--- src/hdl/fdd_pkg.sv ---
// ----------------------------------------------------------------------------
// fdd_pkg
// Shared types and constants for the three-point finite-difference block.
// ----------------------------------------------------------------------------
package fdd_pkg;

    localparam int SAMPLE_WIDTH_DEF = 32;
    localparam int FRAC_BITS_DEF    = 16;

    // result and configuration widths are fixed
    localparam int OUT_W   = 32;
    localparam int CFG_W   = 32;
    localparam int CFG_IDX_W = 1;

    localparam logic [CFG_IDX_W-1:0] REG_INV_TWO_STEP = 1'b0;
    localparam logic [CFG_IDX_W-1:0] REG_INV_STEP_SQ  = 1'b1;

    localparam logic [CFG_W-1:0] INV_TWO_STEP_RST = 32'h0000_8000;
    localparam logic [CFG_W-1:0] INV_STEP_SQ_RST  = 32'h0001_0000;

    localparam logic [OUT_W-1:0] POS_LIM = 32'h7FFF_FFFF;
    localparam logic [OUT_W-1:0] NEG_LIM = 32'h8000_0000;

    // queue between front and back
    localparam int QDEPTH = 4;
    localparam int QPTR_W = $clog2(QDEPTH);
    localparam int QCNT_W = $clog2(QDEPTH + 1);

    typedef enum logic [1:0] {
        SEEN_NONE,
        SEEN_ONE,
        SEEN_TWO,
        SEEN_STEADY
    } t_seen;

    typedef enum logic [1:0] {
        K_SHORT,
        K_FIRST,
        K_MID,
        K_LAST
    } t_kind;

    // per-entry classification written by the front
    typedef struct packed {
        logic shrt;    // series ended before three samples
        logic seen3;   // window already steady, first point given earlier
        logic last;    // this sample ends the series
    } t_ent_flags;

    localparam int FLAG_W = $bits(t_ent_flags);

    typedef struct packed {
        logic has_second;
        logic series_end;
        logic last_of_run;
        logic short_series;
    } t_res_flags;

    typedef struct packed {
        logic valid;   // head entry present
        logic full;    // no room for another entry
    } t_q_status;

endpackage

--- src/hdl/fdd_queue.sv ---
// ----------------------------------------------------------------------------
// fdd_queue
// Small FIFO that holds classified entries between front and back.
// ----------------------------------------------------------------------------
module fdd_queue #(
    parameter int WIDTH = 99
) (
    input  logic             i_clk,
    input  logic             i_rst_n,
    input  logic             i_push,
    input  logic [WIDTH-1:0] i_data,
    input  logic             i_pop,
    output logic [WIDTH-1:0] o_data,
    output fdd_pkg::t_q_status o_status
);

    logic [WIDTH-1:0]               r_mem [fdd_pkg::QDEPTH];
    logic [fdd_pkg::QPTR_W-1:0]     r_wptr, n_wptr;
    logic [fdd_pkg::QPTR_W-1:0]     r_rptr, n_rptr;
    logic [fdd_pkg::QCNT_W-1:0]     r_count, n_count;

    always_comb begin
        n_wptr  = i_push ? r_wptr + 1'b1 : r_wptr;
        n_rptr  = i_pop  ? r_rptr + 1'b1 : r_rptr;
        n_count = r_count;
        if (i_push && !i_pop) begin
            n_count = r_count + 1'b1;
        end else if (!i_push && i_pop) begin
            n_count = r_count - 1'b1;
        end
    end

    always_ff @(posedge i_clk) begin
        if (!i_rst_n) begin
            r_wptr  <= '0;
            r_rptr  <= '0;
            r_count <= '0;
        end else begin
            r_wptr  <= n_wptr;
            r_rptr  <= n_rptr;
            r_count <= n_count;
        end
    end

    always_ff @(posedge i_clk) begin
        if (i_push) begin
            r_mem[r_wptr] <= i_data;
        end
    end

    assign o_data          = r_mem[r_rptr];
    assign o_status.valid  = (r_count != '0);
    assign o_status.full   = (r_count == fdd_pkg::QCNT_W'(fdd_pkg::QDEPTH));

`ifndef SYNTHESIS
    a_no_overflow: assert property (@(posedge i_clk) disable iff (!i_rst_n)
        o_status.full && !i_pop |=> r_count == fdd_pkg::QCNT_W'(fdd_pkg::QDEPTH))
        else $error("queue count moved past depth");
    a_empty_ptrs: assert property (@(posedge i_clk) disable iff (!i_rst_n)
        r_count == '0 |-> r_wptr == r_rptr)
        else $error("empty queue with pointers apart");
`endif

endmodule

--- config.mk ---
export PLATFORM = sky130hd
export DESIGN_NAME = fdd_queue
export DESIGN_NICKNAME = d
export VERILOG_FILES = /design/src/hdl/fdd_pkg.sv /design/src/hdl/fdd_queue.sv
export SDC_FILE = /design/constraint.sdc
export NUM_CORES = 1
export LEC_CHECK = 0
export BUFFER_PORTS_ARGS = -buffer_cell sky130_fd_sc_hd__buf_2
export CAP_MARGIN = 20
export CORE_MARGIN = 5
export CORE_UTILIZATION = 50
export DETAILED_ROUTE_END_ITERATION = 12
export GPL_TIMING_DRIVEN = 0
export PLACE_DENSITY = 0.74
export SLEW_MARGIN = 20
export SYNTH_ARGS = -nofsm -noshare
export SYNTH_HDL_FRONTEND = slang
export SYNTH_SLANG_ARGS = --single-unit
--- constraint.sdc ---
create_clock -name i_clk -period 3.4 [get_ports i_clk]
set_input_delay 0.68 -clock i_clk [delete_from_list [all_inputs] [get_ports i_clk]]
set_output_delay 0.68 -clock i_clk [all_outputs]
set_load 0.1 [all_outputs]
==> results.yml <==
placement:
  io_buffers: 203
  dpl_cell_area_mm2: 0.01640
  dp.cells: 1155
  routabilityCongestion: 0.6886
  hpwl_um: 17150
drt:
  wl_per_cell_um: 22.06
  drc: 0
  dr.pass1.iters: 5
  routed-via-count: 6632
  via_per_inst: 5.409
  drt-total-wl_um: 27050
  ant_nets: 0
  drt_iter0_drc: 433
die:
  coreArea_mm2: 0.02886
  dieArea_mm2: 0.03292
  num_rows: 62
  pin_count: 204
  start_util: 0.5093
  fp.dieW_um: 181.4
  chipHeight_um: 181.4
grt:
  grt.overflow.total: 0
  grt_pass1_vias: 7210
  grt_pass1_wl_um: 41430
  grtUsageMet3: 0.05262
  grt_max_degree: 48
  busiest_layer: "met2"
  antenna_found_initial: 5
  met2_usage: 0.2763
  track_usage: 0.1628
  grt_util_met1: 0.2119
logic_synthesis:
  ys_types: 21
  synth_top_area_cell: "edfxtp_1"
  synth_seq_cells: 405
  netlist_instances: 560
  synth_nets: 669
  yosysTopAreaCellShare: 0.8091
  synth.avg_cell_area_um2: 26.24
  synth_seq_area_share: 0.8214
  synthesis.area_mm2: 0.01470
  synthTopCellsByArea: "edfxtp_1 (81%), mux4_2 (15%), dfxtp_1 (1.2%)"
  yosys_warnings: 0
critical_path:
  critPathLaunchType: "register"
  critPathCaptureType: "output pin"
  critical_path.max_fanout: 10
  ff2ff_setup_slack_ns: 1.74
  cp_data_required_time_ns: 2.72
  path_class: "register to output pin"
  worstPathArrival_ns: 2.40
sta:
  drv_slew: 0
  setup-tns-final_ns: 0
  finalHoldViolations: 0
  timing.final.crit_share: 0.9073
  max_freq_mhz: 324.2
  rsz0062_at_grt: "no"
  worst_slew_pin_slew_ns: 0.6379
  fin_worst_skew_ns: 0.01240
  holdWs_ns: 0.3867
  slew_headroom: 0.5748
  setup_viol: 0
  period_needed_ns: 3.085
layout:
  drive_above_1_share: 0.4530
  area_growth_pct: 20.02
  fin_area_mm2: 0.01764
  final_util: 0.6112
  layout.nets: 923
  stdcell_count: 1226
power:
  power_density_mw_per_mm2: 696.1
  p_leak_nw: 5.961
  ir_drop_mv: 0.5491
clocking:
  insertion_delay_ns: 0.50
  cts_max_level: 2
  cts_resized: 0
  clkTransAtPathRegs_ns: 0.06
  cts_buffers: 41
  postCtsHoldBufs: 0
  clockRootBuffer: "clkbuf_16"
  clockBufferDepth: 3
  cts_tree: "done"
  cts.sinks: 405
  cts_setup_buffers: 0
min_path:
  min_path_type: "primary input to register"
job:
  cap_violations: 0
outcome:
  status: "complete, no violations"
==> power breakdown <==
part | switching (mW) | leakage, nW | internal [mW]
Sequential | 0.0549 | 3.71 | 5.73
Clock | 1.68 | 0.603 | 2.44
Combinational | 1.86 | 1.65 | 0.501
Total | 3.60 | 5.96 | 8.67
==> sequential cells by signal, summed over array words and instances (netlist names), named ones only <==
| signal | flops |
|---|---|
| r_mem | 396 |
| r_count | 3 |
| r_rptr | 2 |
| r_wptr | 2 |
==> cell usage after synthesis <==
library cell    n
and2_1          9
nor3b_1         1
clkbuf_1        8
xnor2_1         2
or3_1           2
a21boi_0        1
ha_1            5
buf_6           1
o21ai_0         1
fa_1            1
buf_4           1
mux2i_1         2
inv_1           4
nor2b_1         2
mux4_2         99
buf_2          10
xor2_1          3
edfxtp_1      396
nand2_1         1
dfxtp_1         9
buf_8           2
==> path summary, 6_finish.rpt <==
| kind | start | cells past startpoint | end |
|---|---|---|---|
| hold / removal | i_data[5] | 1 | r_mem[3][5] |
| hold reg to reg | r_count[2] | 2 | r_count[2] |
| setup reg to reg | r_wptr[1] | 4 | r_mem[1][44] |
| setup / recovery | register | 4 | o_data[90] |
==> cell type report <==
type	count	area, um^2
sequential	405	12070
fill	2048	11220
multi-input combinational	129	2491
timing repair buffer	211	1214
clock buffer	51	1064
tap	384	480.5
clock inverter	19	171.4
buffer	22	128.9
inverter	4	15.01
antenna	1	2.502
==> layout by cell type, fill, tap and decap left out, types with 5 or more instances in the layout <==
cell type / n
buf_16: 5
buf_2: 213
clkinv_2: 6
dfxtp_1: 9
clkinv_1: 7
mux4_2: 99
clkbuf_1: 18
and2_1: 5
ha_1: 5
edfxtp_1: 396
clkbuf_16: 41
==> logic make-up after synthesis <==
kind of cell | Yosys count | share of synthesized area
AO/OA/AOI/OAI | 2 | 0.0008512
XOR/XNOR | 5 | 0.002980
adder cells (fa/ha/maj) | 6 | 0.005619
buffers and inverters | 26 | 0.009791
flip-flops | 405 | 0.8214
multiplexers | 101 | 0.1531
AND/OR/NAND/NOR | 15 | 0.006299
==> critical path, stage by stage (launching register included) <==
cell and delay (ns):
dfxtp_1 0.30, buf_2 0.29, clkbuf_1 0.54, mux4_2 0.33
buf_2 0.44
==> per-stage QoR <==
| step | setup slack, ns | total power, mW |
|---|---|---|
| after detailed placement | 0.8008 | 8.287 |
| after global placement | -0.07851 | 8.236 |
| after CTS | 0.2304 | 12.42 |
| final | 0.3153 | 12.28 |
| after global routing | 0.1664 | 12.73 |
| after floorplan | 0.1712 | 7.820 |
==> metal layers <==
layer	routed length, um	part of all wire
met2	13630	0.50
met4	357	0.013
met5	49	0.0018
met1	10690	0.40
met3	2323	0.086
Note: power is estimated with default switching activity, not from simulation.
