`config.mk`:
```
export PLATFORM = sky130hd
export DESIGN_NAME = fdd_front
export DESIGN_NICKNAME = d
export VERILOG_FILES = /design/src/hdl/fdd_pkg.sv /design/src/hdl/fdd_front.sv
export SDC_FILE = /design/constraint.sdc
export NUM_CORES = 1
export LEC_CHECK = 0
export BUFFER_PORTS_ARGS = -buffer_cell sky130_fd_sc_hd__buf_4
export CAP_MARGIN = 0
export CORE_MARGIN = 1
export CORE_UTILIZATION = 50
export CTS_CLUSTER_DIAMETER = 120
export DETAILED_ROUTE_END_ITERATION = 8
export HOLD_SLACK_MARGIN = 0.12
export PLACE_DENSITY = 0.82
export SYNTH_ARGS = -nofsm -noshare
export SYNTH_HDL_FRONTEND = slang
export SYNTH_SLANG_ARGS = --single-unit
```
`constraint.sdc`:
```
create_clock -name i_clk -period 1.8 [get_ports i_clk]
set_input_delay 0.45 -clock i_clk [delete_from_list [all_inputs] [get_ports i_clk]]
set_output_delay 0.45 -clock i_clk [all_outputs]
set_load 0.05 [all_outputs]
```
`src/hdl/fdd_pkg.sv`:
```
// ----------------------------------------------------------------------------
// fdd_pkg
// Shared types and constants for the three-point finite-difference block.
// ----------------------------------------------------------------------------
package fdd_pkg;

    localparam int SAMPLE_WIDTH_DEF = 32;
    localparam int FRAC_BITS_DEF    = 16;

    // result and configuration widths are fixed
    localparam int OUT_W   = 32;
    localparam int CFG_W   = 32;
    localparam int CFG_IDX_W = 1;

    localparam logic [CFG_IDX_W-1:0] REG_INV_TWO_STEP = 1'b0;
    localparam logic [CFG_IDX_W-1:0] REG_INV_STEP_SQ  = 1'b1;

    localparam logic [CFG_W-1:0] INV_TWO_STEP_RST = 32'h0000_8000;
    localparam logic [CFG_W-1:0] INV_STEP_SQ_RST  = 32'h0001_0000;

    localparam logic [OUT_W-1:0] POS_LIM = 32'h7FFF_FFFF;
    localparam logic [OUT_W-1:0] NEG_LIM = 32'h8000_0000;

    // queue between front and back
    localparam int QDEPTH = 4;
    localparam int QPTR_W = $clog2(QDEPTH);
    localparam int QCNT_W = $clog2(QDEPTH + 1);

    typedef enum logic [1:0] {
        SEEN_NONE,
        SEEN_ONE,
        SEEN_TWO,
        SEEN_STEADY
    } t_seen;

    typedef enum logic [1:0] {
        K_SHORT,
        K_FIRST,
        K_MID,
        K_LAST
    } t_kind;

    // per-entry classification written by the front
    typedef struct packed {
        logic shrt;    // series ended before three samples
        logic seen3;   // window already steady, first point given earlier
        logic last;    // this sample ends the series
    } t_ent_flags;

    localparam int FLAG_W = $bits(t_ent_flags);

    typedef struct packed {
        logic has_second;
        logic series_end;
        logic last_of_run;
        logic short_series;
    } t_res_flags;

    typedef struct packed {
        logic valid;   // head entry present
        logic full;    // no room for another entry
    } t_q_status;

endpackage

```
`src/hdl/fdd_front.sv`:
```
// ----------------------------------------------------------------------------
// fdd_front
// Accepts samples, keeps the two-sample window and pushes one entry for
// every sample that causes results.
// ----------------------------------------------------------------------------
module fdd_front #(
    parameter int SAMPLE_WIDTH = fdd_pkg::SAMPLE_WIDTH_DEF,
    parameter int EW           = 3 * SAMPLE_WIDTH + fdd_pkg::FLAG_W
) (
    input  logic                           i_clk,
    input  logic                           i_rst_n,
    input  logic                           i_valid,
    input  logic signed [SAMPLE_WIDTH-1:0] i_sample,
    input  logic                           i_last_sample,
    output logic                           o_stall,
    input  fdd_pkg::t_q_status             i_q_status,
    output logic                           o_push,
    output logic [EW-1:0]                  o_entry
);

    fdd_pkg::t_seen           r_state, n_state;
    logic [SAMPLE_WIDTH-1:0]  r_older, n_older;
    logic [SAMPLE_WIDTH-1:0]  r_newer, n_newer;
    fdd_pkg::t_ent_flags      flags;
    logic                     accept;

    assign o_stall = i_q_status.full;
    assign accept  = i_valid && !i_q_status.full;

    always_ff @(posedge i_clk) begin
        if (!i_rst_n) begin
            r_state <= fdd_pkg::SEEN_NONE;
            r_older <= '0;
            r_newer <= '0;
        end else begin
            r_state <= n_state;
            r_older <= n_older;
            r_newer <= n_newer;
        end
    end

    always_comb begin
        n_state = r_state;
        n_older = r_older;
        n_newer = r_newer;
        o_push  = 1'b0;
        flags   = '0;
        if (accept) begin
            flags.last = i_last_sample;
            unique case (r_state) inside
                fdd_pkg::SEEN_NONE, fdd_pkg::SEEN_ONE: begin
                    if (i_last_sample) begin
                        o_push     = 1'b1;
                        flags.shrt = 1'b1;
                    end else begin
                        n_older = r_newer;
                        n_newer = i_sample;
                        n_state = (r_state == fdd_pkg::SEEN_NONE) ?
                                  fdd_pkg::SEEN_ONE : fdd_pkg::SEEN_TWO;
                    end
                end
                fdd_pkg::SEEN_TWO, fdd_pkg::SEEN_STEADY: begin
                    o_push      = 1'b1;
                    flags.seen3 = (r_state == fdd_pkg::SEEN_STEADY);
                    n_older     = r_newer;
                    n_newer     = i_sample;
                    n_state     = fdd_pkg::SEEN_STEADY;
                end
                default: begin
                    n_state = fdd_pkg::SEEN_NONE;
                end
            endcase
            // end of series: window back to empty
            if (i_last_sample) begin
                n_older = '0;
                n_newer = '0;
                n_state = fdd_pkg::SEEN_NONE;
            end
        end
    end

    assign o_entry = {flags, r_older, r_newer, i_sample};

endmodule

```
==> report_table.html, run 1 <==
<table>
<tr><th>Metric</th><th>Value</th></tr>
<tr><th colspan="2">Clock tree</th></tr>
<tr><td>CTS Sinks</td><td>66</td></tr>
<tr><td>CTS buffer count</td><td>9</td></tr>
<tr><td>Clock Latency Late Sink</td><td>between 0.3 and 0.4 ns</td></tr>
<tr><td>Number of cells upsized or downsized after cts</td><td>0</td></tr>
<tr><td>Postcts setup bufs</td><td>0</td></tr>
<tr><td>Number of buffers added to fix hold violations after cts</td><td>0</td></tr>
<tr><td>Cell at the root of the clock tree</td><td>sky130_fd_sc_hd__clkbuf_8</td></tr>
<tr><td>H-Tree Level Count</td><td>3</td></tr>
<tr><td>TritonCTS clock tree</td><td>done</td></tr>
<tr><td>Number of buffers between clock root and the deepest sink</td><td>2</td></tr>
<tr><td>Clock transition at path regs</td><td>0.07 ns</td></tr>
<tr><th colspan="2">Setup path</th></tr>
<tr><td>Startpoint-to-endpoint class of the critical path</td><td>reg2out</td></tr>
<tr><td>Startpoint class of the critical path</td><td>flip-flop</td></tr>
<tr><td>Crit path max fanout</td><td>5</td></tr>
<tr><td>Ordered cell list for the critical path</td><td>and3_2, buf_4</td></tr>
<tr><td>CP Capture Type</td><td>primary output</td></tr>
<tr><td>Data required time of the worst path</td><td>about 1.4 ns</td></tr>
<tr><td>Arrival @ worst endpoint</td><td>1.15 ns</td></tr>
<tr><td>Kind of cell adding the most delay to the critical path</td><td>flip-flops</td></tr>
<tr><td>Sum of buffers and inverters on the critical path</td><td>1</td></tr>
<tr><td>Max incr delay on CP</td><td>0.41 ns</td></tr>
<tr><td>Crit-path slowest cell</td><td>sky130_fd_sc_hd__dfxtp_1</td></tr>
<tr><th colspan="2">Synthesis</th></tr>
<tr><td>Number of storage elements in the synthesis netlist</td><td>66</td></tr>
<tr><td>Library cell occupying the most area in the post-synthesis netlist</td><td>sky130_fd_sc_hd__dfxtp_1</td></tr>
<tr><td>Post-synthesis cell type count</td><td>18</td></tr>
<tr><td>Share of the synthesized area in the top cell type</td><td>44.2%</td></tr>
<tr><td>Post-synthesis sequential area ratio</td><td>44.2%</td></tr>
<tr><td>Post-Syn Area</td><td>2990 um2</td></tr>
<tr><td>Leading post-synthesis cells by cell area</td><td>sky130_fd_sc_hd__dfxtp_1 44%, sky130_fd_sc_hd__nand3b_1 16%, sky130_fd_sc_hd__a21boi_0 15%</td></tr>
<tr><td>Synthesized instance count</td><td>around 330</td></tr>
<tr><td>Total of warnings raised by yosys</td><td>0</td></tr>
<tr><td>Average cell area after synthesis</td><td>slightly below 9 um2</td></tr>
<tr><td>Synthesized netlist net count</td><td>between 300 and 400</td></tr>
<tr><th colspan="2">STA</th></tr>
<tr><td>Setup TNS after final layout</td><td>0 ns</td></tr>
<tr><td>Count of endpoints failing hold in the final timing report</td><td>0</td></tr>
<tr><td>Worst slew margin relative to its limit</td><td>roughly three quarters</td></tr>
<tr><td>Highest Clock Rate</td><td>624 MHz</td></tr>
<tr><td>Final Cycle Share</td><td>89.0%</td></tr>
<tr><td>Post-layout minimum cycle time</td><td>1.60 ns</td></tr>
<tr><td>Number of setup violations in the final report</td><td>0</td></tr>
<tr><td>Worst clock skew</td><td>0.00781 ns</td></tr>
<tr><td>Transition at the pin with the smallest max-transition slack</td><td>0.399 ns</td></tr>
<tr><td>Min Hold Slack</td><td>0.403 ns</td></tr>
<tr><td>Slew Viols, Final</td><td>0</td></tr>
<tr><td>Setup repair after global routing missed its margin</td><td>no</td></tr>
<tr><th colspan="2">Layout</th></tr>
<tr><td>Net count reported at finish</td><td>464</td></tr>
<tr><td>Most common library cell in the layout ignoring fill and taps</td><td>sky130_fd_sc_hd__buf_4</td></tr>
<tr><td>Combined area of the multi-input logic cells</td><td>~1300 um2</td></tr>
<tr><td>Share of cells above drive strength 1</td><td>37.4%</td></tr>
<tr><td>Number of filler instances in the final layout</td><td>483</td></tr>
<tr><td>Diode insertion count for antenna repair</td><td>0</td></tr>
<tr><td>Area growth syn-to-layout</td><td>32.6%</td></tr>
<tr><td>Sequential Area</td><td>roughly 1300 um2</td></tr>
<tr><td>Commonest cells after routing, fill and taps aside</td><td>141 x sky130_fd_sc_hd__buf_4, 66 x sky130_fd_sc_hd__nand2_1, 66 x sky130_fd_sc_hd__dfxtp_1</td></tr>
<tr><th colspan="2">Global routing</th></tr>
<tr><td>Initial antenna violation count</td><td>0</td></tr>
<tr><td>Number of global-route vias before repair</td><td>2360</td></tr>
<tr><td>Total congestion overflow after global routing</td><td>0</td></tr>
<tr><td>Maximum number of pins on one net before global-route repair</td><td>between 60 and 70</td></tr>
<tr><td>Global-route usage over all layers</td><td>22.2%</td></tr>
<tr><td>Global-route wire length before repair</td><td>10800 um</td></tr>
<tr><th colspan="2">Pwr</th></tr>
<tr><td>Leakage</td><td>1.64 nW</td></tr>
<tr><td>Worst vdd ir</td><td>482 uV</td></tr>
<tr><td>Power per cell area</td><td>793 nW/um2</td></tr>
<tr><th colspan="2">Die</th></tr>
<tr><td>Die outline area</td><td>6290 um2</td></tr>
<tr><td>DIE WIDTH</td><td>79.3 um</td></tr>
<tr><td>Top Ports</td><td>139</td></tr>
<tr><td>Starting density of the core</td><td>53.0%</td></tr>
<tr><td>Core area</td><td>5640 um2</td></tr>
<tr><td>Die height</td><td>79.3 um</td></tr>
<tr><td>Standard-cell rows</td><td>27</td></tr>
<tr><th colspan="2">Detailed routing</th></tr>
<tr><td>1st-pass router iterations</td><td>4</td></tr>
<tr><td>Initial DRC Count</td><td>110</td></tr>
<tr><td>Vias per Instance</td><td>5.08</td></tr>
<tr><td>Overall via count from detail_route</td><td>2556</td></tr>
<tr><td>Number of nets still failing antenna checks after routing</td><td>0</td></tr>
<tr><td>Mean routed wirelength per cell</td><td>roughly 14 um</td></tr>
<tr><td>Total wire length</td><td>6820 um</td></tr>
<tr><td>Post-route DRC</td><td>0</td></tr>
<tr><th colspan="2">Run</th></tr>
<tr><td>Number of max-cap violations</td><td>0</td></tr>
<tr><th colspan="2">Place</th></tr>
<tr><td>HPWL after detailed placement</td><td>4620 um</td></tr>
<tr><td>Final weighted congestion in routability-driven placement</td><td>about 0.71</td></tr>
<tr><td>Count of buffers inserted at the top-level ports</td><td>137</td></tr>
<tr><th colspan="2">Worst hold path</th></tr>
<tr><td>Class of the tightest hold or removal check</td><td>in2reg</td></tr>
<tr><th colspan="2">Outcome</th></tr>
<tr><td>Result of the run</td><td>finished clean</td></tr>
</table>
-- logic make-up after synthesis --
logic type / after synthesis / synth area share (%)
AND/OR/NAND/NOR: 139 / 26.0
flip-flops: 66 / 44.2
AO/OA/AOI/OAI: 66 / 16.5
buffers and inverters: 63 / 13.3
-- worst min-delay path, cell delays in order --
cell	delay [ns]
sky130_fd_sc_hd__buf_4	0.11
sky130_fd_sc_hd__nand3b_1	0.06
sky130_fd_sc_hd__a21boi_0	0.07
-- stage by stage --
stage / total power, mW / utilization (%) / instances / cell area, um2 / setup WS [ns]
after global placement: 2.12 / 67.4 / 487 / 3800 / 0.214
after detailed placement: 2.13 / 67.4 / 487 / 3800 / 0.197
after global routing: 3.27 / 70.3 / 503 / 3970 / 0.146
after CTS: 3.18 / 70.3 / 503 / 3970 / 0.178
after floorplan: 1.97 / - / 334 / 3000 / 0.0295
final: 3.14 / 70.3 / 503 / 3970 / 0.197
-- flip-flops by register name (all words and copies together), names as in the netlist --
name	flops
r_older	32
r_newer	32
r_state	2
-- power breakdown --
group          internal, mW  leakage, nW  switching (mW)
clock                 0.532       0.0872           0.518
sequential             1.49        0.534          0.0194
combinational         0.204         1.02           0.382
-- final timing paths --
kind	from	endpoint	slack, ns	cells after the start
worst min-delay path	i_sample[18]	r_newer[18]$_SDFFE_PN0P_	0.40	3
worst max-delay path	r_state[1]$_SDFFE_PN0P_	o_entry[97]	0.20	2
worst min register to register	r_older[27]$_SDFFE_PN0P_	r_older[27]$_SDFFE_PN0P_	0.45	2
worst max register to register	r_state[1]$_SDFFE_PN0P_	r_state[0]$_SDFFE_PN0P_	1.02	2
-- synth_stat cells --
cell                        n
sky130_fd_sc_hd__buf_6      3
sky130_fd_sc_hd__dfxtp_1   66
sky130_fd_sc_hd__and3_1     1
sky130_fd_sc_hd__buf_2     11
sky130_fd_sc_hd__nand3_1    1
sky130_fd_sc_hd__nand2_1   66
sky130_fd_sc_hd__a21boi_0  61
sky130_fd_sc_hd__o31ai_1    1
sky130_fd_sc_hd__nor2_1     3
sky130_fd_sc_hd__buf_4     33
sky130_fd_sc_hd__a21boi_1   3
sky130_fd_sc_hd__nand2b_1   1
sky130_fd_sc_hd__inv_1      1
sky130_fd_sc_hd__nand3b_1  64
sky130_fd_sc_hd__and3b_1    1
sky130_fd_sc_hd__nor2b_1    2
sky130_fd_sc_hd__clkbuf_1  15
sky130_fd_sc_hd__a21oi_1    1
-- per-layer routing --
metal	global-route usage [%]	wire, um	up-vias
met5	0	0	-
met4	11.6	119	0
met3	4.48	370	12
met2	39.9	3440	75
met1	24.5	2900	1197
li1	-	-	1272
-- final cells by class --
cell class	count	area share, %
Sequential cell	66	33.3
Multi-Input combinational cell	205	32.5
Timing Repair Buffer	143	27.7
Clock buffer	13	3.76
Tap cell	72	2.27
Clock inverter	3	0.379
Inverter	1	0.0947
Note: power is estimated with default switching activity, not from simulation.
==> inputs of run 2 (changes only) <==
- CORE_ASPECT_RATIO: unset -> 2
- CORE_UTILIZATION: 50 -> 47
- PLACE_DENSITY: 0.82 -> 0.77
- SLEW_MARGIN: unset -> 25
- clock period: 1.8 -> 1.54 ns (I/O delays scaled with it)
==> report_table.html, run 2 (same netlist as run 1, synthesis figures left out) <==
<table>
<tr><th>Metric</th><th>Value</th></tr>
<tr><th colspan="2">Place</th></tr>
<tr><td>Final weighted congestion in routability-driven placement</td><td>0.751 (+5.4%)</td></tr>
<tr><td>HPWL after detailed placement</td><td>4730 um (+2.4%)</td></tr>
<tr><td>Count of buffers inserted at the top-level ports</td><td>137 (unchanged)</td></tr>
<tr><th colspan="2">Die</th></tr>
<tr><td>Standard-cell rows</td><td>40 (+48%)</td></tr>
<tr><td>Starting density of the core</td><td>49.4% (-3.6 points)</td></tr>
<tr><td>Top Ports</td><td>139 (unchanged)</td></tr>
<tr><td>Die outline area</td><td>6700 um2 (+6.5%)</td></tr>
<tr><td>Core area</td><td>6060 um2 (+7.3%)</td></tr>
<tr><td>Die height</td><td>115 um (+45%)</td></tr>
<tr><td>DIE WIDTH</td><td>58.4 um (-26%)</td></tr>
<tr><th colspan="2">Setup path</th></tr>
<tr><td>Sum of buffers and inverters on the critical path</td><td>2 (+1)</td></tr>
<tr><td>Flop-to-flop setup slack</td><td>0.76 ns (-0.26 ns)</td></tr>
<tr><td>Critical path's most frequent cell</td><td>sky130_fd_sc_hd__buf_4</td></tr>
<tr><td>Crit-path slowest cell</td><td>sky130_fd_sc_hd__buf_4</td></tr>
<tr><td>Max incr delay on CP</td><td>0.19 ns (-0.22 ns)</td></tr>
<tr><td>Capture instance of the worst register-to-register path</td><td>r_state[1]$_SDFFE_PN0P_</td></tr>
<tr><td>CP Capture Type</td><td>primary output</td></tr>
<tr><td>Startpoint-to-endpoint class of the critical path</td><td>in2out</td></tr>
<tr><td>Ordered cell list for the critical path</td><td>buf_4, nor2b_4, nand2_1, nor2_4, buf_4</td></tr>
<tr><td>Data required time of the worst path</td><td>1.15 ns (-0.20 ns)</td></tr>
<tr><td>Kind of cell adding the most delay to the critical path</td><td>simple AND/OR/NAND/NOR gates</td></tr>
<tr><td>Arrival @ worst endpoint</td><td>1.08 ns (-0.07 ns)</td></tr>
<tr><td>Logic depth of the worst register-to-register path</td><td>2 (unchanged)</td></tr>
<tr><td>Worst reg2reg path startpoint</td><td>r_state[1]$_SDFFE_PN0P_</td></tr>
<tr><td>Worst setup path start</td><td>i_q_status[0]</td></tr>
<tr><td>Crit path max fanout</td><td>5 (unchanged)</td></tr>
<tr><td>Startpoint class of the critical path</td><td>primary input</td></tr>
<tr><th colspan="2">Global routing</th></tr>
<tr><td>Maximum number of pins on one net before global-route repair</td><td>66 (unchanged)</td></tr>
<tr><td>Total congestion overflow after global routing</td><td>0 (unchanged)</td></tr>
<tr><td>Initial antenna violation count</td><td>0 (unchanged)</td></tr>
<tr><td>Global-route usage over all layers</td><td>21.3% (-0.93 points)</td></tr>
<tr><td>Number of global-route vias before repair</td><td>2385 (+1.1%)</td></tr>
<tr><td>Global-route wire length before repair</td><td>10800 um (about the same)</td></tr>
<tr><th colspan="2">Clock tree</th></tr>
<tr><td>Cell at the root of the clock tree</td><td>sky130_fd_sc_hd__clkbuf_16</td></tr>
<tr><td>Clock Latency Late Sink</td><td>0.32 ns (about the same)</td></tr>
<tr><td>CTS buffer count</td><td>9 (unchanged)</td></tr>
<tr><td>H-Tree Level Count</td><td>3 (unchanged)</td></tr>
<tr><td>Number of buffers between clock root and the deepest sink</td><td>2 (unchanged)</td></tr>
<tr><td>Clock transition at path regs</td><td>0.05 ns (-0.02 ns)</td></tr>
<tr><td>CTS Sinks</td><td>66 (unchanged)</td></tr>
<tr><td>TritonCTS clock tree</td><td>done</td></tr>
<tr><th colspan="2">STA</th></tr>
<tr><td>Setup TNS after final layout</td><td>0 ns (unchanged)</td></tr>
<tr><td>Setup repair after global routing missed its margin</td><td>no</td></tr>
<tr><td>Transition at the pin with the smallest max-transition slack</td><td>0.416 ns (+0.0166 ns)</td></tr>
<tr><td>Number of setup violations in the final report</td><td>0 (unchanged)</td></tr>
<tr><td>Final Cycle Share</td><td>around 95%</td></tr>
<tr><td>Post-layout minimum cycle time</td><td>1.47 ns</td></tr>
<tr><td>Slew Viols, Final</td><td>0 (unchanged)</td></tr>
<tr><td>Worst clock skew</td><td>0.00275 ns (-0.00506 ns)</td></tr>
<tr><td>Worst slew margin relative to its limit</td><td>72.3% (-1.1 points)</td></tr>
<tr><td>Count of endpoints failing hold in the final timing report</td><td>0 (unchanged)</td></tr>
<tr><td>Highest Clock Rate</td><td>682 MHz</td></tr>
<tr><th colspan="2">Run</th></tr>
<tr><td>Number of max-cap violations</td><td>0 (unchanged)</td></tr>
<tr><th colspan="2">Pwr</th></tr>
<tr><td>Power per cell area</td><td>1020 nW/um2 (+29%)</td></tr>
<tr><td>Leakage</td><td>1.69 nW (+3.3%)</td></tr>
<tr><td>Worst vdd ir</td><td>762 uV (+58%)</td></tr>
<tr><td>Total power</td><td>4.22 mW (+34%)</td></tr>
<tr><th colspan="2">Layout</th></tr>
<tr><td>Net count reported at finish</td><td>467 (+0.65%)</td></tr>
<tr><td>Diode insertion count for antenna repair</td><td>0 (unchanged)</td></tr>
<tr><td>Share of cells above drive strength 1</td><td>37.5% (+0.15 points)</td></tr>
<tr><td>Commonest cells after routing, fill and taps aside</td><td>143 x sky130_fd_sc_hd__buf_4, 66 x sky130_fd_sc_hd__nand2_1, 65 x sky130_fd_sc_hd__dfxtp_1</td></tr>
<tr><td>Area growth syn-to-layout</td><td>37.8%</td></tr>
<tr><td>Biggest regs</td><td>r_newer: 32 flops, r_older: 32 flops, r_state: 2 flops</td></tr>
<tr><td>Most common library cell in the layout ignoring fill and taps</td><td>sky130_fd_sc_hd__buf_4</td></tr>
<tr><th colspan="2">Outcome</th></tr>
<tr><td>Result of the run</td><td>finished clean</td></tr>
<tr><th colspan="2">Detailed routing</th></tr>
<tr><td>Overall via count from detail_route</td><td>2560 (+0.16%)</td></tr>
<tr><td>Post-route DRC</td><td>0 (unchanged)</td></tr>
<tr><td>Total wire length</td><td>7000 um (+2.6%)</td></tr>
<tr><td>Initial DRC Count</td><td>148 (+35%)</td></tr>
<tr><td>Vias per Instance</td><td>4.96 (-2.4%)</td></tr>
<tr><td>Number of nets still failing antenna checks after routing</td><td>0 (unchanged)</td></tr>
<tr><td>1st-pass router iterations</td><td>6 (+2)</td></tr>
<tr><td>Mean routed wirelength per cell</td><td>13.6 um (about the same)</td></tr>
<tr><th colspan="2">Worst hold path</th></tr>
<tr><td>Class of the tightest hold or removal check</td><td>in2reg</td></tr>
<tr><td>Launch point of the worst hold path</td><td>i_sample[7]</td></tr>
<tr><td>Instance count along the most critical hold path</td><td>3 (unchanged)</td></tr>
<tr><td>Endpoint, Worst Hold</td><td>r_newer[7]$_SDFFE_PN0P_</td></tr>
</table>
run 2: changes by cell type in the layout (fill, tap and decap cells not counted), sizes merged:
cell,change
buf,+3
clkinv,-3
clkbuf,+1
run 2: how the worst max path moves through the flow:
stage                       end  cells past startpoint
floorplan           o_entry[96]                      5
global placement    o_entry[98]                      5
detailed placement  o_entry[98]                      5
CTS                      o_push                      3
global route        o_entry[98]                      5
finish              o_entry[98]                      5
run 2: routing by layer:
layer / share of wire [%] / up-vias / GRT usage, % / routed length (um)
met2: 55 / 83 / 38.9 / 3870
met3: 5.3 / 11 / 6.97 / 373
li1: - / 1273 / - / -
met5: 0 / - / 0 / 0
met1: 37 / 1193 / 21.4 / 2610
met4: 2.1 / 0 / 9.05 / 148
run 2: final cells by class:
cell class | instances | area, um2
fillers | 510 | 1940
flip-flops and latches | 66 | 1320
multi-input cells | 205 | 1300
repair buffers | 146 | 1130
clock buffers | 14 | 254
well taps | 84 | 105
inverters | 1 | 3.75
run 2: timing repair:
item | CTS | global route
hold buffers | 0 | 0
setup buffers | 0 | 0
setup endpoints to repair | 2 | 0
resized for setup | 1 | 0
run 2: per-stage QoR:
| stage | hold WS [ns] | cell area (um2) | instances | setup slack, ns | utilization, % |
|---|---|---|---|---|---|
| after floorplan | 0.467 | 3010 | 334 | -0.0264 | - |
| after global routing | 0.352 | 4120 | 516 | 0.0206 | 68.0 |
| after detailed placement | 0.451 | 3860 | 502 | 0.0700 | 63.8 |
| after global placement | 0.439 | 3860 | 502 | 0.0936 | 63.8 |
| after CTS | 0.343 | 4120 | 516 | 0.0584 | 68.0 |
| final | 0.354 | 4120 | 516 | 0.0737 | 68.0 |
run 2: where the power goes:
| group | leakage, nW | switching, mW | internal [mW] |
|---|---|---|---|
| Sequential | 0.534 | 0.0227 | 1.74 |
| Clock | 0.123 | 0.646 | 1.11 |
| Combinational | 1.03 | 0.449 | 0.248 |
| Total | 1.69 | 1.12 | 3.11 |
run 2: worst min-delay path, cell delays in order:
cell                       delay (ns)
sky130_fd_sc_hd__buf_4           0.11
sky130_fd_sc_hd__nand3b_1        0.06
sky130_fd_sc_hd__a21boi_0        0.07
==> inputs of run 3 (changes only) <==
- CELL_PAD_IN_SITES_DETAIL_PLACEMENT: unset -> 0
- CELL_PAD_IN_SITES_GLOBAL_PLACEMENT: unset -> 2
- CORE_UTILIZATION: 47 -> 26
==> report_table.html, run 3 (same netlist as run 1, synthesis figures left out) <==
<table>
<tr><th>Metric</th><th>Value</th></tr>
<tr><th colspan="2">Outcome</th></tr>
<tr><td>Result of the run</td><td>finished clean</td></tr>
<tr><th colspan="2">STA</th></tr>
<tr><td>Slew Viols, Final</td><td>0 (unchanged)</td></tr>
<tr><td>Post-layout minimum cycle time</td><td>1.49 ns (+0.0216 ns)</td></tr>
<tr><td>Worst clock skew</td><td>0.00368 ns (+0.000935 ns)</td></tr>
<tr><td>Number of setup violations in the final report</td><td>0 (unchanged)</td></tr>
<tr><td>Count of endpoints failing hold in the final timing report</td><td>0 (unchanged)</td></tr>
<tr><td>Transition at the pin with the smallest max-transition slack</td><td>0.448 ns (+0.0317 ns)</td></tr>
<tr><td>Worst path setup slack after routing</td><td>0.0521 ns (-0.0216 ns)</td></tr>
<tr><td>Highest Clock Rate</td><td>672 MHz (-1.4%)</td></tr>
<tr><td>Final Cycle Share</td><td>96.6% (+1.4 points)</td></tr>
<tr><td>Worst slew margin relative to its limit</td><td>70.1% (-2.1 points)</td></tr>
<tr><td>Setup repair after global routing missed its margin</td><td>no</td></tr>
<tr><td>Min Hold Slack</td><td>0.347 ns (-0.00693 ns)</td></tr>
<tr><th colspan="2">Global routing</th></tr>
<tr><td>Global-route wire length before repair</td><td>12600 um (+17%)</td></tr>
<tr><td>Global-route usage over all layers</td><td>14.0% (-7.3 points)</td></tr>
<tr><td>Fraction of met2 tracks used by global routing</td><td>24.3% (-15 points)</td></tr>
<tr><td>Number of global-route vias before repair</td><td>2231 (-6.5%)</td></tr>
<tr><td>Maximum number of pins on one net before global-route repair</td><td>51 (-23%)</td></tr>
<tr><td>Total congestion overflow after global routing</td><td>0 (unchanged)</td></tr>
<tr><td>GR met3 Demand/Resource</td><td>3.80% (-3.2 points)</td></tr>
<tr><td>Most congested layer reported by global routing</td><td>met2</td></tr>
<tr><td>Met1 global-route usage</td><td>15.3% (-6.1 points)</td></tr>
<tr><td>Initial antenna violation count</td><td>0 (unchanged)</td></tr>
<tr><th colspan="2">Pwr</th></tr>
<tr><td>Leakage</td><td>1.71 nW (+0.90%)</td></tr>
<tr><td>Worst vdd ir</td><td>562 uV (-26%)</td></tr>
<tr><td>Power per cell area</td><td>1060 nW/um2 (+3.4%)</td></tr>
<tr><td>Total power</td><td>4.47 mW (+5.7%)</td></tr>
<tr><th colspan="2">Layout</th></tr>
<tr><td>Number of non-filler instances in the completed layout</td><td>575 (+11%)</td></tr>
<tr><td>Biggest regs</td><td>r_newer: 32 flops, r_older: 32 flops, r_state: 2 flops</td></tr>
<tr><td>Number of filler instances in the final layout</td><td>1196 (+130%)</td></tr>
<tr><td>Net count reported at finish</td><td>467 (unchanged)</td></tr>
<tr><td>Area growth syn-to-layout</td><td>41.0%</td></tr>
<tr><td>Sequential Area</td><td>1320 um2 (unchanged)</td></tr>
<tr><td>Commonest cells after routing, fill and taps aside</td><td>144 x sky130_fd_sc_hd__buf_4, 66 x sky130_fd_sc_hd__nand2_1, 65 x sky130_fd_sc_hd__dfxtp_1</td></tr>
<tr><td>Most common library cell in the layout ignoring fill and taps</td><td>sky130_fd_sc_hd__buf_4</td></tr>
<tr><td>Combined area of the multi-input logic cells</td><td>1300 um2 (+0.19%)</td></tr>
<tr><td>Share of cells above drive strength 1</td><td>38.3% (+0.84 points)</td></tr>
<tr><td>Diode insertion count for antenna repair</td><td>0 (unchanged)</td></tr>
<tr><th colspan="2">Place</th></tr>
<tr><td>Cell total after placement</td><td>560 (+12%)</td></tr>
<tr><td>Final weighted congestion in routability-driven placement</td><td>0.727 (-3.3%)</td></tr>
<tr><td>Post-placement worst setup slack</td><td>0.0319 ns (-0.0381 ns)</td></tr>
<tr><td>HPWL after detailed placement</td><td>5690 um (+20%)</td></tr>
<tr><td>Count of buffers inserted at the top-level ports</td><td>137 (unchanged)</td></tr>
<tr><th colspan="2">Clock tree</th></tr>
<tr><td>Postcts setup bufs</td><td>0 (unchanged)</td></tr>
<tr><td>Clock Latency Late Sink</td><td>0.33 ns (about the same)</td></tr>
<tr><td>Number of buffers between clock root and the deepest sink</td><td>2 (unchanged)</td></tr>
<tr><td>H-Tree Level Count</td><td>3 (unchanged)</td></tr>
<tr><td>Cell at the root of the clock tree</td><td>sky130_fd_sc_hd__clkbuf_16</td></tr>
<tr><td>CTS Sinks</td><td>66 (unchanged)</td></tr>
<tr><td>TritonCTS clock tree</td><td>done</td></tr>
<tr><td>Clock transition at path regs</td><td>0.05 ns (about the same)</td></tr>
<tr><td>CTS buffer count</td><td>9 (unchanged)</td></tr>
<tr><th colspan="2">Setup path</th></tr>
<tr><td>Arrival @ worst endpoint</td><td>1.10 ns (+0.02 ns)</td></tr>
<tr><td>Capture instance of the worst register-to-register path</td><td>r_state[1]$_SDFFE_PN0P_</td></tr>
<tr><td>Logic depth of the worst register-to-register path</td><td>2 (unchanged)</td></tr>
<tr><td>Flop-to-flop setup slack</td><td>0.79 ns (+0.03 ns)</td></tr>
<tr><td>Worst reg2reg path startpoint</td><td>r_state[1]$_SDFFE_PN0P_</td></tr>
<tr><td>Crit path max fanout</td><td>5 (unchanged)</td></tr>
<tr><td>Max incr delay on CP</td><td>0.39 ns (+0.20 ns)</td></tr>
<tr><td>Ordered cell list for the critical path</td><td>and3_4, buf_4</td></tr>
<tr><td>CP Capture Type</td><td>primary output</td></tr>
<tr><td>Startpoint class of the critical path</td><td>flip-flop</td></tr>
<tr><td>Kind of cell adding the most delay to the critical path</td><td>flip-flops</td></tr>
<tr><td>Sum of buffers and inverters on the critical path</td><td>1 (-1)</td></tr>
<tr><td>Startpoint-to-endpoint class of the critical path</td><td>reg2out</td></tr>
<tr><td>Crit-path slowest cell</td><td>sky130_fd_sc_hd__dfxtp_2</td></tr>
<tr><td>Data required time of the worst path</td><td>1.15 ns (about the same)</td></tr>
<tr><th colspan="2">Detailed routing</th></tr>
<tr><td>Overall via count from detail_route</td><td>2556 (-0.16%)</td></tr>
<tr><td>1st-pass router iterations</td><td>4 (-2)</td></tr>
<tr><td>Post-route DRC</td><td>0 (unchanged)</td></tr>
<tr><td>Number of nets still failing antenna checks after routing</td><td>0 (unchanged)</td></tr>
<tr><td>Total wire length</td><td>8140 um (+16%)</td></tr>
<tr><td>Mean routed wirelength per cell</td><td>14.2 um (+4.3%)</td></tr>
<tr><td>Vias per Instance</td><td>4.45 (-10%)</td></tr>
<tr><td>Initial DRC Count</td><td>199 (+34%)</td></tr>
<tr><th colspan="2">Worst hold path</th></tr>
<tr><td>Endpoint, Worst Hold</td><td>r_newer[7]$_SDFFE_PN0P_</td></tr>
<tr><td>Class of the tightest hold or removal check</td><td>in2reg</td></tr>
<tr><td>Launch point of the worst hold path</td><td>i_sample[7]</td></tr>
<tr><td>Instance count along the most critical hold path</td><td>3 (unchanged)</td></tr>
<tr><th colspan="2">Die</th></tr>
<tr><td>Top Ports</td><td>139 (unchanged)</td></tr>
<tr><td>Standard-cell rows</td><td>55 (+38%)</td></tr>
<tr><td>DIE WIDTH</td><td>77.8 um (+33%)</td></tr>
<tr><td>Die outline area</td><td>12000 um2 (+78%)</td></tr>
<tr><td>Core area</td><td>11200 um2 (+85%)</td></tr>
<tr><td>Die height</td><td>154 um (+34%)</td></tr>
<tr><td>Starting density of the core</td><td>26.6% (-23 points)</td></tr>
<tr><th colspan="2">Run</th></tr>
<tr><td>Number of max-cap violations</td><td>0 (unchanged)</td></tr>
</table>
-- run 3: cell types whose count changed in the layout (fill, tap and decap cells not counted), sizes merged --
cell / change
clkbuf: -2
clkinv: +2
bufinv: +1
-- run 3: report_power, final --
group / leakage [nW] / switching [mW] / internal (mW)
sequential: 0.534 / 0.0227 / 1.74
combinational: 1.03 / 0.459 / 0.245
clock: 0.142 / 0.716 / 1.28
-- run 3: through the flow --
stage               utilization (%)  setup TNS, ns  area (um2)
finish                         37.6              0        4220
global route                   37.6              0        4220
CTS                            37.6              0        4210
detailed placement             35.0              0        3930
global placement               35.0              0        3930
floorplan                         -        -0.0264        3010
-- run 3: worst reg2reg max path, cell delays in order, from the launching register on --
cell,delay (ns)
sky130_fd_sc_hd__dfxtp_2,0.35
sky130_fd_sc_hd__a21oi_1,0.11
sky130_fd_sc_hd__and3b_1,0.18
-- run 3: area by class of cell --
type	count	area share [%]
clock inverter	3	0.950
multi-input combinational	205	30.9
inverter	1	0.0890
timing repair buffer	146	26.6
sequential	66	31.4
clock buffer	12	5.85
tap	142	4.21
-- run 3: how the worst max path moves through the flow --
stage	startpoint	end	slack, ns	depth (start not counted)
4_1_cts	r_state[1]$_SDFFE_PN0P_	o_push	0.04	3
2_1_floorplan	i_valid	o_entry[96]	-0.03	5
6_report	r_state[1]$_SDFFE_PN0P_	o_entry[97]	0.05	2
3_3_place_gp	i_q_status[0]	r_state[1]$_SDFFE_PN0P_	0.06	5
3_5_place_dp	i_q_status[0]	r_state[1]$_SDFFE_PN0P_	0.03	5
5_1_grt	r_state[1]$_SDFFE_PN0P_	o_entry[97]	0.004	2
-- run 3: layer usage --
| metal | wire length [um] | part of all wire (%) |
|---|---|---|
| met1 | 3020 | 37 |
| met2 | 4570 | 56 |
| met3 | 381 | 4.7 |
| met4 | 164 | 2.0 |
| met5 | 0 | 0 |
-- run 3: what timing repair did --
| action | 4_1_cts | 5_1_grt |
|---|---|---|
| hold buffers | 0 | 0 |
| setup endpoints to repair | 2 | 1 |
| gates resized for setup | 1 | 1 |
| pin swaps | 0 | 0 |
